[src/sv/dab_pkg.sv]
package dab_pkg;

    localparam int unsigned REGION_WORDS_DEF = 1024;
    localparam logic [31:0] BASE_RESET = 32'h4400_0000;
    localparam logic [31:0] FIELD_PHYS_MASK = 32'h6007_FFFF;
    localparam logic [31:0] BIT_PHYS_MASK = 32'h600F_FFFF;

    typedef enum logic [2:0] {
        OP_ILLEGAL = 3'd0,
        OP_AND     = 3'd1,
        OP_CLR_OR  = 3'd2,
        OP_SET_XOR = 3'd3
    } op_t;

    typedef enum logic [1:0] {
        SZ_BYTE = 2'd0,
        SZ_HALF = 2'd1,
        SZ_WORD = 2'd2
    } size_t_t;

    typedef enum logic [1:0] {
        ST_CLEAR,
        ST_IDLE,
        ST_READ,
        ST_WRITE
    } state_t;

    typedef struct packed {
        logic        is_store;
        logic [2:0]  op;
        size_t_t     size;
        logic [4:0]  b;
        logic [4:0]  sh;
        logic [31:0] fmask;
        logic [31:0] data;
        logic        phys_hi;
        logic [17:0] word_off;
    } cmd_t;

endpackage

[src/sv/dab_queue.sv]
module dab_queue
    import dab_pkg::*;
(
    input  logic clk,
    input  logic rst_n,
    input  logic push,
    input  cmd_t push_cmd,
    input  logic pop,
    output logic full,
    output logic not_empty,
    output cmd_t head
);

    cmd_t       ent_reg [2];
    logic       wp_reg, rp_reg;
    logic [1:0] cnt_reg;

    always_ff @(posedge clk or negedge rst_n)
    begin
        if (!rst_n)
        begin
            wp_reg  <= 1'b0;
            rp_reg  <= 1'b0;
            cnt_reg <= 2'd0;
        end
        else
        begin
            if (push)
            begin
                wp_reg <= ~wp_reg;
            end
            if (pop)
            begin
                rp_reg <= ~rp_reg;
            end
            cnt_reg <= cnt_reg + {1'b0, push} - {1'b0, pop};
        end
    end

    always_ff @(posedge clk)
    begin
        if (push)
        begin
            ent_reg[wp_reg] <= push_cmd;
        end
    end

    assign full = (cnt_reg == 2'd2);
    assign not_empty = (cnt_reg != 2'd0);
    assign head = ent_reg[rp_reg];

endmodule

[config.mk]
export PLATFORM = sky130hd
export DESIGN_NAME = dab_queue
export DESIGN_NICKNAME = d
export VERILOG_FILES = /design/src/sv/dab_pkg.sv /design/src/sv/dab_queue.sv
export SDC_FILE = /design/constraint.sdc
export NUM_CORES = 1
export LEC_CHECK = 0
export BUFFER_PORTS_ARGS = -buffer_cell sky130_fd_sc_hd__buf_2
export CAP_MARGIN = 40
export CORE_MARGIN = 10
export CORE_UTILIZATION = 47
export CTS_CLUSTER_DIAMETER = 60
export DETAILED_ROUTE_END_ITERATION = 16
export PLACE_DENSITY = 0.75
export SLEW_MARGIN = 10
export SYNTH_ARGS = -nofsm -noshare
export SYNTH_HDL_FRONTEND = slang
export SYNTH_SLANG_ARGS = --single-unit
[constraint.sdc]
create_clock -name clk -period 5.7 [get_ports clk]
set_clock_uncertainty 0.1 [all_clocks]
set_input_delay 1.14 -clock clk [delete_from_list [all_inputs] [get_ports clk]]
set_output_delay 1.14 -clock clk [all_outputs]
set_load 0.05 [all_outputs]
# Word level (Yosys, flattened, before mapping)

Memory sizes are Yosys's and may differ from the RTL's.
Index checks and enable logic that the tools add are counted.

Register bits after elaboration: 4
Bits in latches: 0
Memory bits (writable): 198
ROM bits: 0
Input port bits: 103
Output and inout bits: 101
Memories kept: 1

Add/sub/neg operators: 2
Multiply operators: 0
Div/mod/pow operators: 0
Magnitude comparators: 0
Eq/ne operators: 1
Shift-type cells: 0
Muxes and demuxes: 2
Bitwise operators: 2
Reduce and logical (&&, ||, !) cells: 1

Memory list:

| name    | depth | bits a word | rd ports | clocked after memory_dff | wr ports | RTL line        | source |
|---|---|---|---|---|---|---|---|
| ent_reg | 2     | 99          | 1        | 0                        | 1        | dab_queue.sv:14 | `cmd_t ent_reg [2];` |

Operators by type and width:

| operator                                    | count |
|---|---|
| 2-bit by 1-bit adder with 2-bit output      | 1 |
| 2-bit equality test (second input constant) | 1 |
| 1-bit two-way mux                           | 2 |
| 1-bit NOT                                   | 2 |
| 2-bit nonzero test                          | 1 |
| 2-bit by 1-bit subtractor with 2-bit output | 1 |

# Depth between registers and ports, before layout

Depth in word-level cells: 2
Depth in mapped cells: 5
Gate-level depth less buffers: 5

# Least setup slack after synthesis

OpenSTA, ideal clock, no wires.

Path type: in2reg
From: input port push
To: memory ent_reg[0][0] (netlist name), enable pin
Library setup time: 0.569 ns
Arrival time: 5.449 ns
Required time: 5.031 ns
Slack: -0.419 ns
Stages: 1
Buffers on the path: 0
Cell sequence: nor2b_1

Longest elaborated chain between the ends: 2

RTL lines:

| item                                    | RTL line        | source |
|---|---|---|
| from (decl)                             | dab_queue.sv:6  | `input logic push,` |
| 1-bit two-way mux                       | dab_queue.sv:42 | `if (push)` |
| 1-bit two-way mux (implied by the code) | dab_queue.sv:44 | `ent_reg[wp_reg] <= push_cmd;` |
| to (decl)                               | dab_queue.sv:14 |  |

No other way between the ends.

==> PnR_summary.wiki <==
{| class="wikitable"
! Metric !! Value
|-
| Status || complete, no violations
|-
| Clock edge transition at the registers on the reported setup and hold paths || around 60 ps
|-
| DP Wirelength || ~10 mm
|-
| Type of the tightest min-delay check || input port to async pin
|-
| Count of endpoints failing setup in the final report || 0
|-
| Worst hold slack || about 360 ps
|-
| Switching power || between 2 and 2.5 mW
|-
| Number of global-route vias before repair || around 4,000
|-
| Period utilization || roughly 55%
|-
| Wirelength, routed || about 14 mm
|-
| Clock tree from TritonCTS || built
|-
| Chip height || between 100 and 150 um
|-
| Portion of the post-synthesis area used by sequential elements || roughly 77%
|-
| Register bit count reported by yosys || between 200 and 250
|-
| Upper clock frequency limit || between 0.3 and 0.4 GHz
|-
| I/O pins || 204
|-
| Clock net sink count || around 200
|-
| Flip-flop count of the largest register, all copies and words added || slightly below 200
|-
| Global-route total usage across every layer || around an eighth
|-
| Inserted Diodes || 0
|-
| Finished Layout Cells || between 700 and 800
|-
| Endpoint class of the critical path || primary output
|-
| Total vias in the final route || 3,653
|-
| Number of rows created at floorplan || 47
|-
| Number of distinct library cells after synthesis || 12
|-
| Sequential power share || a little over a third
|-
| Start-to-end type of the worst setup path || flop to primary output
|-
| MaxCap Viol Count || 0
|-
| Cell area after layout || about 0.01 sq mm
|-
| Power per unit of standard cell area || 602 mW/mm^2
|-
| Count of unresolved DRC violations after routing || 0
|-
| Depth of the CTS H-tree || 1
|-
| Hold violation total from the final report || 0
|-
| Number of placed cells counting well taps || approximately 740
|-
| Summed instance area of the synthesized netlist || around 0.0078 sq mm
|-
| Initial DRC count || 130
|-
| Maximum number of pins on one net before global-route repair || 55
|-
| Total negative setup slack || 0 ps
|-
| Required time of the worst setup path || ~4500 ps
|-
| Worst rel slew slack || ~55%
|-
| Worst Tran Pin Value || approximately 670 ps
|-
| Maximum fanout encountered on the critical timing path || between 50 and 60
|-
| Synth-to-Final Area Change || 23.9%
|-
| Area of placed instances || 0.00903 sq mm
|-
| Initial standard-cell utilization of the core || 47.6%
|-
| Max Root-Sink Buffers || 3
|-
| Overall power || 5.85 mW
|-
| Layout cell share with drive strength beyond 1 || slightly above 60%
|-
| Antenna violation net count after detailed routing || 0
|-
| Setup repair after global routing missed its margin || false
|-
| Number of buffers inserted by post-CTS setup repair || 0
|-
| Lkg Pwr || between 3 and 4 nW
|-
| Initial antenna violation count || 1
|-
| Synthesized instance count || 323
|-
| VDD IR max || 0.486 mV
|-
| Inserted Clock Buffers || 21
|-
| Routed wire length per instance || 18.5 um
|-
| Post-CTS Hold Buffers || 0
|-
| Final standard cell utilization of the core || approximately three fifths
|-
| Clock group share of total power || between 20% and 30%
|-
| DIE AREA || approximately 0.022 sq mm
|-
| Number of instances resized during post-cts repair || 0
|-
| Post-synth net total || around 430
|-
| # nets final || about 650
|-
| Weighted congestion reported at the end of routability-driven placement || between 0.7 and 0.8
|-
| Width of the die || ~150 um
|-
| Startpoint type of the worst setup path || flop
|-
| Via density || between 4 and 5
|-
| First-pass GRT wire length || between 20 and 25 mm
|-
| Yosys warning count || 0
|-
| P_int || between 3 and 4 mW
|-
| Number of buffer cells added on primary ports || 203
|-
| Area of the core || 0.0165 sq mm
|-
| Final Worst Setup Slack || between 2000 and 3000 ps
|-
| Drt pass-1 iters || 4
|-
| Root Buffer || sky130_fd_sc_hd__clkbuf_16
|-
| Min Tclk post-route || 3140 ps
|-
| Final count of pins violating max slew || 0
|-
| Avg Cell Area, Syn || 24.3 sq um
|-
| Worst Setup Slack post-DPL || about 2800 ps
|-
| Portion of total power attributed to combinational logic || between 40% and 50%
|-
| Arrival time of data at the critical path endpoint || ~1900 ps
|-
| Worst-skew pair later-pin latency || around 470 ps
|-
| Switching fraction of total power || between 30% and 40%
|-
| Overflow left after global routing || 0
|}
## cells by family after synthesis
group,Yosys count,share of synthesized area [%]
xor+xnor,3,0.526
fa+ha+maj,2,0.319
buf+inv,13,2.79
flops,202,77.1
mux,99,19.0
simple gates,4,0.319
## cell usage after synthesis
cell | instances | area, sq um
sky130_fd_sc_hd__mux2_4 | 99 | 1490
sky130_fd_sc_hd__and2_1 | 1 | 6.26
sky130_fd_sc_hd__buf_6 | 1 | 11.3
sky130_fd_sc_hd__dfrtp_1 | 4 | 100
sky130_fd_sc_hd__edfxtp_1 | 198 | 5950
sky130_fd_sc_hd__xor2_1 | 2 | 17.5
sky130_fd_sc_hd__buf_12 | 10 | 200
sky130_fd_sc_hd__inv_1 | 2 | 7.51
sky130_fd_sc_hd__or2_2 | 1 | 6.26
sky130_fd_sc_hd__xor3_1 | 1 | 23.8
sky130_fd_sc_hd__ha_1 | 2 | 25.0
sky130_fd_sc_hd__nor2b_1 | 2 | 12.5
## critical path, stage by stage, from the launching register on
cell and delay [ps]:
sky130_fd_sc_hd__dfrtp_4 460, sky130_fd_sc_hd__buf_12 340, sky130_fd_sc_hd__mux2_4 340, sky130_fd_sc_hd__buf_2 210
## cells in the final DEF, fill, tap and decap left out
cell	count
sky130_fd_sc_hd__xor3_1	1
sky130_fd_sc_hd__clkinv_4	2
sky130_fd_sc_hd__xor2_1	2
sky130_fd_sc_hd__buf_12	1
sky130_fd_sc_hd__dfrtp_4	1
sky130_fd_sc_hd__buf_16	2
sky130_fd_sc_hd__or2_2	1
sky130_fd_sc_hd__clkbuf_1	4
sky130_fd_sc_hd__buf_2	203
sky130_fd_sc_hd__inv_1	2
sky130_fd_sc_hd__mux2_4	99
sky130_fd_sc_hd__clkinvlp_4	2
sky130_fd_sc_hd__buf_4	3
sky130_fd_sc_hd__edfxtp_1	198
sky130_fd_sc_hd__dfrtp_1	3
sky130_fd_sc_hd__clkbuf_16	21
sky130_fd_sc_hd__ha_1	2
sky130_fd_sc_hd__clkinv_2	2
sky130_fd_sc_hd__nor2b_4	1
sky130_fd_sc_hd__bufinv_16	3
sky130_fd_sc_hd__and2_4	1
sky130_fd_sc_hd__clkinv_1	3
sky130_fd_sc_hd__nor2b_1	1
## area by class of cell
cell class              instances  area (sq um)
clock buffers                  25           541
clock inverters                12           144
fillers                      1230          6750
inverters                       2          7.51
multi-input cells             108          1590
flip-flops and latches        202          6050
well taps                     220           275
repair buffers                209          1110
## power by group through the flow
stage | Clock [mW] | Sequential (mW) | Combinational, mW
after floorplan | 0 | 2.08 | 2.16
after global placement | 0 | 2.16 | 2.37
after detailed placement | 0 | 2.09 | 2.51
after CTS | 1.36 | 2.06 | 2.52
after global routing | 1.43 | 2.08 | 2.59
final | 1.32 | 2.05 | 2.48
## final timing paths
| kind | from | end | slack (ps) | depth (start not counted) |
|---|---|---|---|---|
| hold / removal | rst_n | cnt_reg[1]$_DFF_PN0_ | 360 | 1 |
| max in group asynchronous | rst_n | rp_reg$_DFFE_PN0P_ | 5000 | 1 |
| hold reg to reg | wp_reg$_DFFE_PN0P_ | wp_reg$_DFFE_PN0P_ | 460 | 1 |
| min in group clk | wp_reg$_DFFE_PN0P_ | wp_reg$_DFFE_PN0P_ | 460 | 1 |
| setup / recovery | rp_reg$_DFFE_PN0P_ | head[43] | 2560 | 3 |
| setup reg to reg | wp_reg$_DFFE_PN0P_ | ent_reg[1][6]$_DFFE_PP_ | 3700 | 3 |
## per-layer routing
metal | global-route usage [%] | vias up | wire length [um]
met2 | 20.8 | 134 | 7240
met5 | 0 | - | 14
li1 | - | 1724 | -
met3 | 4.37 | 20 | 1170
met1 | 14.3 | 1773 | 5780
met4 | 3.24 | 2 | 218
Power figures use the tool's default switching activity.
