[src/sv/dab_pkg.sv]
package dab_pkg;

    localparam int unsigned REGION_WORDS_DEF = 1024;
    localparam logic [31:0] BASE_RESET = 32'h4400_0000;
    localparam logic [31:0] FIELD_PHYS_MASK = 32'h6007_FFFF;
    localparam logic [31:0] BIT_PHYS_MASK = 32'h600F_FFFF;

    typedef enum logic [2:0] {
        OP_ILLEGAL = 3'd0,
        OP_AND     = 3'd1,
        OP_CLR_OR  = 3'd2,
        OP_SET_XOR = 3'd3
    } op_t;

    typedef enum logic [1:0] {
        SZ_BYTE = 2'd0,
        SZ_HALF = 2'd1,
        SZ_WORD = 2'd2
    } size_t_t;

    typedef enum logic [1:0] {
        ST_CLEAR,
        ST_IDLE,
        ST_READ,
        ST_WRITE
    } state_t;

    typedef struct packed {
        logic        is_store;
        logic [2:0]  op;
        size_t_t     size;
        logic [4:0]  b;
        logic [4:0]  sh;
        logic [31:0] fmask;
        logic [31:0] data;
        logic        phys_hi;
        logic [17:0] word_off;
    } cmd_t;

endpackage

[src/sv/dab_front.sv]
module dab_front
    import dab_pkg::*;
(
    input  logic        clk,
    input  logic        rst_n,
    input  logic        cfg_we,
    input  logic [31:0] cfg_wdata,
    input  logic        valid_in,
    input  logic        command,
    input  logic [25:0] bus_offset,
    input  logic [31:0] write_data,
    output logic        accept,
    input  logic        q_full,
    output cmd_t        cmd
);

    logic [31:0] base_reg;
    logic [31:0] d;
    logic [31:0] phys;
    logic [4:0]  w;
    logic [5:0]  wp1;
    logic [32:0] ones;
    logic [31:0] raw_mask;

    always_ff @(posedge clk or negedge rst_n)
    begin
        if (!rst_n)
        begin
            base_reg <= BASE_RESET;
        end
        else if (cfg_we)
        begin
            base_reg <= cfg_wdata;
        end
    end

    assign accept = valid_in && !q_full;

    always_comb
    begin
        d = base_reg + {6'd0, bus_offset};
        cmd.is_store = command;
        cmd.op = d[28:26];
        cmd.data = write_data;
        if (d[0])
        begin
            cmd.size = SZ_BYTE;
        end
        else if (d[1])
        begin
            cmd.size = SZ_HALF;
        end
        else
        begin
            cmd.size = SZ_WORD;
        end
        w = 5'd0;
        if (d[28])
        begin
            unique case (cmd.size)
                SZ_BYTE: cmd.b = {2'd0, d[25:23]};
                SZ_HALF: cmd.b = {1'b0, d[26:23]};
                default: cmd.b = d[27:23];
            endcase
            w = (cmd.size == SZ_BYTE) ? {2'd0, d[21:19]} : {1'b0, d[22:19]};
            phys = d & FIELD_PHYS_MASK;
        end
        else
        begin
            unique case (cmd.size)
                SZ_BYTE: cmd.b = {2'd0, d[23:21]};
                SZ_HALF: cmd.b = {1'b0, d[24:21]};
                default: cmd.b = d[25:21];
            endcase
            phys = d & BIT_PHYS_MASK;
        end
        wp1 = {1'b0, w} + 6'd1;
        ones = (33'd1 << wp1) - 33'd1;
        raw_mask = ones[31:0];
        cmd.fmask = raw_mask << cmd.b;
        unique case (cmd.size)
            SZ_BYTE: cmd.sh = {phys[1:0], 3'd0};
            SZ_HALF: cmd.sh = {phys[1], 4'd0};
            default: cmd.sh = 5'd0;
        endcase
        cmd.phys_hi = phys[30];
        cmd.word_off = phys[19:2];
    end

endmodule

[config.mk]
export PLATFORM = sky130hd
export DESIGN_NAME = dab_front
export DESIGN_NICKNAME = d
export VERILOG_FILES = /design/src/sv/dab_pkg.sv /design/src/sv/dab_front.sv
export SDC_FILE = /design/constraint.sdc
export NUM_CORES = 1
export LEC_CHECK = 0
export BUFFER_PORTS_ARGS = -buffer_cell sky130_fd_sc_hd__buf_2
export CORE_ASPECT_RATIO = 0.75
export CORE_UTILIZATION = 40
export DETAILED_ROUTE_END_ITERATION = 6
export GPL_TIMING_DRIVEN = 1
export PLACE_DENSITY = 0.79
export SLEW_MARGIN = 10
export SYNTH_ARGS = -nofsm -noshare
export SYNTH_HDL_FRONTEND = slang
export SYNTH_SLANG_ARGS = --single-unit
[constraint.sdc]
create_clock -name clk -period 8.7 [get_ports clk]
set_input_delay 1.74 -clock clk [delete_from_list [all_inputs] [get_ports clk]]
set_output_delay 1.74 -clock clk [all_outputs]
set_load 0.005 [all_outputs]
# Yosys cells after proc, flatten, opt, wreduce, memory -nomap -nowiden

Cells that the tools add are included.

$add $sub $neg: 3
Reduce and logical (&&, ||, !) cells: 3
Equality and inequality tests: 1
Shift-type cells: 2
Muxes and demuxes: 9

Operators by type and width:

| kind                                                                   | count |
|---|---|
| 1-bit by 6-bit << shifter with 32-bit output (first input constant)    | 1 |
| 32-bit by 5-bit << shifter with 32-bit output                          | 1 |
| 32-bit by 1-bit subtractor with 32-bit output (second input constant)  | 1 |
| 31-bit by 26-bit adder with 31-bit output                              | 1 |
| 5-bit one-hot mux with 2 select lines                                  | 3 |
| 20-bit 2-to-1 mux                                                      | 1 |
| 4-bit 2-to-1 mux                                                       | 2 |
| 5-bit by 1-bit adder with 6-bit output (second input constant)         | 1 |
| 5-bit 2-to-1 mux                                                       | 1 |
| 2-bit 2-to-1 mux                                                       | 2 |
| 2-bit by 1-bit equality test with 1-bit output (second input constant) | 1 |
| 2-bit zero test                                                        | 1 |
| 1-bit logical AND                                                      | 1 |
| 1-bit zero test                                                        | 1 |

Bits in registers: 31
Bits of input ports: 96
Logic and storage cells: 19
Output and inout port bits: 100

# Longest topological paths before layout

Gate-level depths: netlist of the first run.

Depth in word-level cells: 10
Mapped depth: 18
Mapped depth without buffers: 18

# Worst setup path before layout of the first run

OpenSTA, ideal clock, no wires.

Path type: in2out
Start point: input port bus_offset[0]
End point: output port cmd[64] (netlist bit)
Slack: 1.188 ns
Stages: 17
Arrival: 5.772 ns
Path buffers: 1
Data required time: 6.960 ns
Path through: ha_1 > fa_1 > a211oi_2 > nor2_1 > a221o_1 > a211o_1 > o2bb2ai_1 > o41a_1 > ha_1 > inv_1 > clkbuf_1 > o21ai_0 > nor4_1 > o41ai_2 > mux2i_1 > mux2i_1 > a211oi_1

RTL lines:

| what            | line            | text |
|---|---|---|
| start, declared | dab_front.sv:10 | `input logic [25:0] bus_offset,` |
| end, declared   | dab_front.sv:14 | `output cmd_t cmd` |

==> flow_metrics.env, run 1 <==
export IMPL_first_iter_violations=533
export IMPL_fin_skew_ps=0
export IMPL_die_w_um=136
export IMPL_synthCells=694
export IMPL_final_hold_violation_count=0
export IMPL_wl_um=15200
export IMPL_period_share_pct=94.2
export IMPL_final_net_count=876
export IMPL_clock_latency_ps=280
export IMPL_crit_chain="buf_2, ha_1, fa_1, a211oi_2, o21ai_1, a21boi_2, a21oi_2, o21a_1, o41a_1, ha_1, inv_1, buf_4, a21oi_1, nor4_2, o21ai_1, a21oi_1, o221ai_1, buf_2"
export IMPL_post_cts_buffers=0
export IMPL_drv_slew=0
export IMPL_antenna_found_initial=0
export IMPL_first_pass_iters=5
export IMPL_largest_reg_flops=31
export IMPL_wl_per_cell_um=16.5
export IMPL_rsz0062_at_grt="false"
export IMPL_synth_area_per_cell_um2=7.72
export IMPL_r2r_end="base_reg[26]$_DFFE_PN1P_"
export IMPL_p_per_area_nw_per_um2=221
export IMPL_yosys_warnings=0
export IMPL_critPathRequiredTime_ps=6960
export IMPL_worstMarginPinSlew_ps=927
export IMPL_cp_startpoint="bus_offset[0]"
export IMPL_r2r_start="base_reg[26]$_DFFE_PN1P_"
export IMPL_holdWs_ps=506
export IMPL_final_area_um2=5900
export IMPL_chipHeight_um=102
export IMPL_maxCapViolations=0
export IMPL_min_to="base_reg[4]$_DFFE_PN0P_"
export IMPL_cts_resized_gates=0
export IMPL_via_per_inst=6.20
export IMPL_worst_path_max_delay_cell="o41a_1"
export IMPL_hold_path_class="reg -> reg"
export IMPL_status="complete, no violations"
export IMPL_area_growth_pct=10.1
export IMPL_seq_area_frac_synth_pct=14.5
export IMPL_layout_commonest_cell="buf_2"
export IMPL_cts_buffers=5
export IMPL_period_minus_slack_ps=8190
export IMPL_num_antenna_cells=0
export IMPL_worst_path_max_fanout=10
export IMPL_grt_pass1_vias=4887
export IMPL_ff2ff_path_depth=2
export IMPL_drive_gt1_share_pct=30.0
export IMPL_remaining_drc_errors=0
export IMPL_ant_nets=0
export IMPL_arrival_ps=6450
export IMPL_grt_use_total_pct=21.7
export IMPL_yosys_most_used_dff="dfrtp_1"
export IMPL_setup_violations=0
export IMPL_r2r_slack_ps=7730
export IMPL_clk_pin_slew_worst_paths_ps=60
export IMPL_cts_root_buffer="clkbuf_16"
export IMPL_critPathMaxStageDelay_ps=570
export IMPL_netlist_area_um2=5360
export IMPL_synthArstFlopShare_pct=100
export IMPL_num_fill_cells=1288
export IMPL_io_buffer_count=125
export IMPL_htree_levels=2
export IMPL_placed_area_um2=5760
export IMPL_cts_tree="done"
export IMPL_synth_edf_count=0
export IMPL_crit_type="in -> out"
export IMPL_grt_pass1_wl_um=24300
export IMPL_num_io_pins=196
export IMPL_end_kind="primary output"
export IMPL_cts_hold_fix_buffers=0
export IMPL_die_area_um2=13900
export IMPL_num_rows=36
export IMPL_min_path_cells=1
export IMPL_peakVddDrop_uv=137
export IMPL_p_leak_nw=2.46
export IMPL_setup_tns_ps=0
export IMPL_final_cell_mix="buf_2, nand2_1, a21oi_1, nor2_1"
export IMPL_fmax_mhz=122
export IMPL_clkSinkCount=31
export IMPL_gp_congestion=0.937
export IMPL_grt_ovfl_total=0
export IMPL_core_area_um2=13000
export IMPL_ys_ff_latch=31
export IMPL_via_count=5725
export IMPL_start_util_pct=41.2
export IMPL_grt_start_max_net_pins=34
export IMPL_postLayoutCoreUtil_pct=45.3
export IMPL_synthDistinctLibCells=93
export IMPL_slew_headroom_pct=38.1
export IMPL_clk_path_buf_depth=2
export IMPL_start_kind="input port"
export IMPL_dp_hpwl_um=11800
export IMPL_min_from="base_reg[4]$_DFFE_PN0P_"
[area by class of cell]
| cell class | count | area [um^2] | area share (%) |
|---|---|---|---|
| clock buffers | 6 | 129 | 2.18 |
| well taps | 171 | 214 | 3.63 |
| repair buffers | 138 | 723 | 12.3 |
| clock inverters | 2 | 12.5 | 0.212 |
| multi-input cells | 562 | 3990 | 67.6 |
| inverters | 14 | 55.1 | 0.933 |
| flip-flops and latches | 31 | 778 | 13.2 |
[Yosys cell counts (10+ instances only)]
cell,instances,area share (%)
dfrtp_1,29,14
ha_1,27,6.3
and2_1,10,1.2
clkbuf_1,16,1.1
o21ai_1,10,0.93
xnor2_1,11,1.8
buf_4,41,5.7
a21oi_1,56,5.2
inv_1,10,0.70
mux2_2,30,6.3
o22ai_1,15,1.8
buf_2,26,2.4
nor2_1,45,3.2
nand3_1,21,2.0
nand2_1,63,4.4
nor3_1,14,1.3
o21ai_0,28,2.6
a21o_1,11,1.5
o211ai_1,30,4.2
nand4_1,14,1.6
[metrics by stage]
stage	setup slack [ps]	power, W	std cells
floorplan	1190	0.000874	696
global placement	584	0.00112	916
detailed placement	593	0.00112	916
CTS	574	0.00130	924
global route	208	0.00143	924
finish	507	0.00131	924
[cells by family after synthesis]
| group | share of synthesized area [%] |
|---|---|
| buf+inv | 11.2 |
| other cells | 0.140 |
| flops | 14.5 |
| mux | 7.66 |
| xor+xnor | 3.11 |
| simple gates | 20.9 |
| fa+ha+maj | 6.68 |
| compound gates | 35.8 |
[worst max-delay path by stage]
stage | to | slack [ps] | depth (start not counted)
6_report | cmd[81] | 510 | 18
5_1_grt | cmd[71] | 210 | 19
4_1_cts | cmd[64] | 570 | 19
3_5_place_dp | cmd[64] | 590 | 19
3_3_place_gp | cmd[81] | 580 | 18
2_1_floorplan | cmd[64] | 1190 | 17
[routing by layer]
metal	global-route usage [%]	vias up	wire, um
met4	4.49	0	147
met1	32.0	2656	7220
met3	5.36	25	1530
met2	31.4	305	6330
li1	-	2739	-
met5	0	-	0
[where the power goes]
group          leakage [nW]  switching (W)  internal [W]
Clock                0.0669      0.0000626      0.000105
Sequential            0.360      0.0000104      0.000160
Combinational          2.04       0.000592      0.000375
[worst max-delay path, delay by kind of cell]
family | cells | cell delay, ps
AOI/OAI and AO/OA | 10 | 2520
adders and majority gates | 3 | 910
and+or+nand+nor | 1 | 550
buffers and inverters | 4 | 730
No activity file was read; power rests on OpenSTA's default activity.
==> run 2: changes to the inputs <==
REMOVE_ABC_BUFFERS = 1   (was default)
==> run 2 against run 1 <==
Effect of this change:
- clock skew unchanged
- flip-flop and latch count unchanged
- maximum frequency down 0.82%
- sequential share of layout area down 0.072 points
- final cell count unchanged
- worst hold slack better by 2.8 ps
- die area unchanged
- non-clock buffer count unchanged
- highest routed layer is now met5
==> flow_metrics.env, run 2 (synthesized netlist as in run 1, its figures left out) <==
export IMPL_status="complete, no violations"
export IMPL_maxCapViolations=0
export IMPL_grt_use_total_pct=24.4
export IMPL_critPathMaxStageDelay_ps=460
export IMPL_core_area_um2=13000
export IMPL_placed_area_um2=5760
export IMPL_worst_path_max_fanout=11
export IMPL_area_growth_pct=10.7
export IMPL_setup_violations=0
export IMPL_critPathRequiredTime_ps=6960
export IMPL_fmax_mhz=121
export IMPL_remaining_drc_errors=0
export IMPL_fin_skew_ps=0
export IMPL_dp_hpwl_um=13400
export IMPL_largest_reg_flops=31
export IMPL_num_rows=36
export IMPL_period_share_pct=94.9
export IMPL_peakVddDrop_uv=90.6
export IMPL_grt_pass1_wl_um=26700
export IMPL_cts_root_buffer="clkbuf_16"
export IMPL_p_leak_nw=2.48
export IMPL_slew_headroom_pct=48.9
export IMPL_rsz0062_at_grt="false"
export IMPL_r2r_end="base_reg[26]$_DFFE_PN1P_"
export IMPL_layout_commonest_cell="buf_2"
export IMPL_cts_buffers=5
export IMPL_path_buf_inv=4
export IMPL_first_iter_violations=622
export IMPL_min_from="base_reg[0]$_DFFE_PN0P_"
export IMPL_worst_path_max_delay_cell="o41a_1"
export IMPL_final_hold_violation_count=0
export IMPL_wl_um=17200
export IMPL_arrival_ps=6520
export IMPL_worstMarginPinSlew_ps=766
export IMPL_io_buffer_count=125
export IMPL_grt_ovfl_total=0
export IMPL_setup_tns_ps=0
export IMPL_drv_slew=0
export IMPL_period_minus_slack_ps=8260
export IMPL_clk_pin_slew_worst_paths_ps=50
export IMPL_grt_pass1_vias=5056
export IMPL_htree_levels=2
export IMPL_start_util_pct=41.2
export IMPL_die_w_um=136
export IMPL_wl_per_cell_um=18.6
export IMPL_num_io_pins=196
export IMPL_cts_hold_fix_buffers=0
export IMPL_cts_resized_gates=0
export IMPL_p_per_area_nw_per_um2=228
export IMPL_drive_gt1_share_pct=30.1
export IMPL_crit_type="in -> out"
export IMPL_via_count=5874
export IMPL_final_area_um2=5930
export IMPL_final_net_count=876
export IMPL_min_to="base_reg[0]$_DFFE_PN0P_"
export IMPL_post_cts_buffers=0
export IMPL_start_kind="input port"
export IMPL_hold_path_class="reg -> reg"
export IMPL_chipHeight_um=102
export IMPL_end_kind="primary output"
export IMPL_ant_nets=0
export IMPL_cts_tree="done"
export IMPL_via_per_inst=6.36
export IMPL_first_pass_iters=7
export IMPL_clkSinkCount=31
export IMPL_cpLargestDelayFamily="compound AO/OA/AOI/OAI gates"
export IMPL_grt_start_max_net_pins=33
export IMPL_die_area_um2=13900
export IMPL_final_cell_mix="buf_2, nand2_1, a21oi_1, nor2_1"
export IMPL_min_path_cells=1
export IMPL_crit_chain="buf_2, ha_1, fa_1, a211oi_2, nor2_1, a221o_1, a211o_1, o2bb2ai_1, o41a_1, ha_1, inv_1, buf_4, nand2_1, nor2_1, o311ai_2, a22oi_1, o21ai_0, o22ai_1, buf_2"
export IMPL_clock_latency_ps=280
export IMPL_antenna_found_initial=0
export IMPL_gp_congestion=0.943
export IMPL_r2r_start="base_reg[26]$_DFFE_PN1P_"
export IMPL_r2r_slack_ps=7740
export IMPL_ff2ff_path_depth=2
export IMPL_clk_path_buf_depth=2
export IMPL_num_antenna_cells=0
## run 2: cell types whose count changed in the layout (fill, tap and decap cells not counted), sizes merged
cell and change:
clkinvlp -1, bufinv +1
## run 2: how the worst max path moves through the flow
stage,from,end,slack [ps],cells after the start
2_1_floorplan,bus_offset[0],cmd[82],800,17
6_report,bus_offset[0],cmd[68],440,19
3_3_place_gp,bus_offset[0],cmd[72],570,19
3_5_place_dp,bus_offset[0],cmd[64],550,19
5_1_grt,bus_offset[0],cmd[60],180,19
4_1_cts,bus_offset[0],cmd[64],530,19
## run 2: power by group
part / switching [W] / internal, W
Combinational: 0.000598 / 0.000375
Clock: 0.0000658 / 0.000142
Sequential: 0.0000105 / 0.000160
## run 2: worst register-to-register path, delay by kind of cell (launching register included)
family	cells	cell delay, ps
DFF	1	620
AOI/OAI and AO/OA	1	170
buffers and inverters	1	90
## run 2: layer usage
metal	share of wire (%)	wire length, um	GRT usage [%]	up-vias
li1	-	-	-	2755
met3	14	2350	10.7	28
met5	0.21	37	2.43	-
met2	38	6610	32.2	349
met4	0.85	147	3.28	2
met1	47	8070	36.1	2740
## run 2: final cells by class
type / instances / area [um^2]
Multi-Input combinational cell: 562 / 3990
Clock inverter: 2 / 35.0
Inverter: 14 / 55.1
Tap cell: 171 / 214
Fill cell: 1290 / 7080
Sequential cell: 31 / 778
Clock buffer: 6 / 139
Timing Repair Buffer: 138 / 723
## run 2: metrics by stage
step	hold slack, ps	power (W)	worst slack [ps]	cells	utilization, %
2_1_floorplan	481	0.000814	796	607	-
3_3_place_gp	493	0.00112	569	916	44.2
3_5_place_dp	501	0.00113	546	916	44.2
4_1_cts	513	0.00134	534	924	45.6
5_1_grt	519	0.00146	179	924	45.6
6_report	509	0.00135	439	924	45.6
==> run 3: changes to the inputs <==
CELL_PAD_IN_SITES_DETAIL_PLACEMENT = 1   (was default)
CELL_PAD_IN_SITES_GLOBAL_PLACEMENT = 1   (was default)
CORE_UTILIZATION = 36   (was 40)
PLACE_DENSITY = 0.94   (was 0.79)
==> run 3 against run 2 <==
Effect of this change:
- global-route usage increased by 1.2 points
- total power grew 1.8%
- sequential share of layout area down 0.069 points
- cell area rose by 0.53%
- via count grew 1.2%
- non-clock buffer count unchanged
- combinational power is essentially flat
- critical endpoint is now cmd[67]
- highest routed layer is now met4
==> flow_metrics.env, run 3 (synthesized netlist as in run 1, its figures left out) <==
export IMPL_end_kind="primary output"
export IMPL_cts_tree="done"
export IMPL_arrival_ps=6680
export IMPL_peakVddDrop_uv=89.1
export IMPL_cpLargestDelayFamily="compound AO/OA/AOI/OAI gates"
export IMPL_critPathMaxStageDelay_ps=450
export IMPL_grt_start_max_net_pins=33
export IMPL_ff2ff_path_depth=2
export IMPL_via_per_inst=6.24
export IMPL_path_buf_inv=4
export IMPL_drive_gt1_share_pct=30.1
export IMPL_p_leak_nw=2.48
export IMPL_setup_tns_ps=0
export IMPL_num_io_pins=196
export IMPL_cts_root_buffer="clkbuf_16"
export IMPL_hold_path_class="reg -> reg"
export IMPL_wl_per_cell_um=20.5
export IMPL_grt_use_total_pct=25.6
export IMPL_slew_headroom_pct=45.8
export IMPL_drv_slew=0
export IMPL_die_area_um2=15400
export IMPL_critPathRequiredTime_ps=6960
export IMPL_die_w_um=143
export IMPL_final_hold_violation_count=0
export IMPL_clkSinkCount=31
export IMPL_num_antenna_cells=0
export IMPL_holdWs_ps=510
export IMPL_final_cell_mix="buf_2, nand2_1, a21oi_1, nor2_1"
export IMPL_gp_congestion=0.946
export IMPL_layout_commonest_cell="buf_2"
export IMPL_fin_skew_ps=0
export IMPL_crit_chain="buf_2, ha_1, fa_1, a211oi_2, nor2_1, a221o_1, a211o_1, o2bb2ai_1, o41a_1, ha_1, inv_1, buf_4, nand4_1, o41a_1, o22ai_1, o211ai_1, o21ai_0, nand2_1, o221ai_1, buf_2"
export IMPL_cts_buffers=5
export IMPL_ant_nets=0
export IMPL_min_from="base_reg[13]$_DFFE_PN0P_"
export IMPL_clk_pin_slew_worst_paths_ps=50
export IMPL_first_pass_iters=5
export IMPL_wl_um=19500
export IMPL_worst_path_max_fanout=11
export IMPL_final_net_count=876
export IMPL_p_total_w=0.00138
export IMPL_period_share_pct=96.7
export IMPL_cts_resized_gates=0
export IMPL_cts_hold_fix_buffers=0
export IMPL_r2r_start="base_reg[26]$_DFFE_PN1P_"
export IMPL_worst_path_max_delay_cell="o41a_1"
export IMPL_postLayoutCoreUtil_pct=41.1
export IMPL_via_count=5945
export IMPL_dp_hpwl_um=15400
export IMPL_clk_path_buf_depth=2
export IMPL_maxCapViolations=0
export IMPL_p_per_area_nw_per_um2=231
export IMPL_crit_type="in -> out"
export IMPL_period_minus_slack_ps=8420
export IMPL_cp_startpoint="bus_offset[0]"
export IMPL_start_kind="input port"
export IMPL_status="complete, no violations"
export IMPL_core_area_um2=14500
export IMPL_area_growth_pct=11.3
export IMPL_post_cts_buffers=0
export IMPL_min_path_cells=1
export IMPL_rsz0062_at_grt="false"
export IMPL_grt_pass1_vias=5837
export IMPL_io_buffer_count=125
export IMPL_grt_pass1_wl_um=30900
export IMPL_r2r_slack_ps=7720
export IMPL_worstMarginPinSlew_ps=812
export IMPL_r2r_end="base_reg[26]$_DFFE_PN1P_"
export IMPL_fmax_mhz=119
export IMPL_start_util_pct=36.9
export IMPL_remaining_drc_errors=0
export IMPL_num_rows=38
export IMPL_chipHeight_um=108
export IMPL_antenna_found_initial=0
export IMPL_grt_ovfl_total=0
export IMPL_setup_violations=0
export IMPL_clock_latency_ps=290
export IMPL_htree_levels=2
export IMPL_first_iter_violations=537
export IMPL_min_to="base_reg[13]$_DFFE_PN0P_"
export IMPL_largest_reg_flops=31
run 3: cell count changes in the layout (fill, tap and decap cells not counted), sizes merged:
cell	before	now
clkinv	3	4
clkbuf	6	5
run 3: metal layers:
layer  up-vias  wire length (um)  global-route usage, %
met5         -                 0                   2.46
met4         0               275                   5.15
met3        30              1770                   7.61
met2       273              8000                   37.4
met1      2905              9500                   36.5
li1       2737                 -                      -
run 3: power by group:
group | switching (W) | total [W] | internal [W]
clock | 0.0000701 | 0.000205 | 0.000135
sequential | 0.0000107 | 0.000170 | 0.000159
combinational | 0.000625 | 0.00100 | 0.000375
total | 0.000706 | 0.00138 | 0.000669
run 3: stage by stage:
step / setup slack [ps] / instance area, um^2 / cells
final: 283 / 5960 / 953
after global routing: 58.9 / 5960 / 953
after CTS: 374 / 5960 / 953
after global placement: 527 / 5800 / 945
after floorplan: 796 / 4820 / 607
after detailed placement: 391 / 5800 / 945
run 3: area by class of cell:
| class | count | area (um^2) |
|---|---|---|
| clock buffer | 5 | 125 |
| multi-input combinational | 562 | 3990 |
| sequential | 31 | 778 |
| tap | 200 | 250 |
| inverter | 14 | 55.1 |
| timing repair buffer | 138 | 723 |
| fill | 1843 | 8540 |
| clock inverter | 3 | 43.8 |
run 3: worst max path at each step:
stage / end / slack (ps) / cells past startpoint
final: cmd[67] / 280 / 20
after global routing: cmd[65] / 60 / 20
after CTS: cmd[65] / 370 / 20
after detailed placement: cmd[65] / 390 / 20
after global placement: cmd[65] / 530 / 20
after floorplan: cmd[82] / 800 / 17
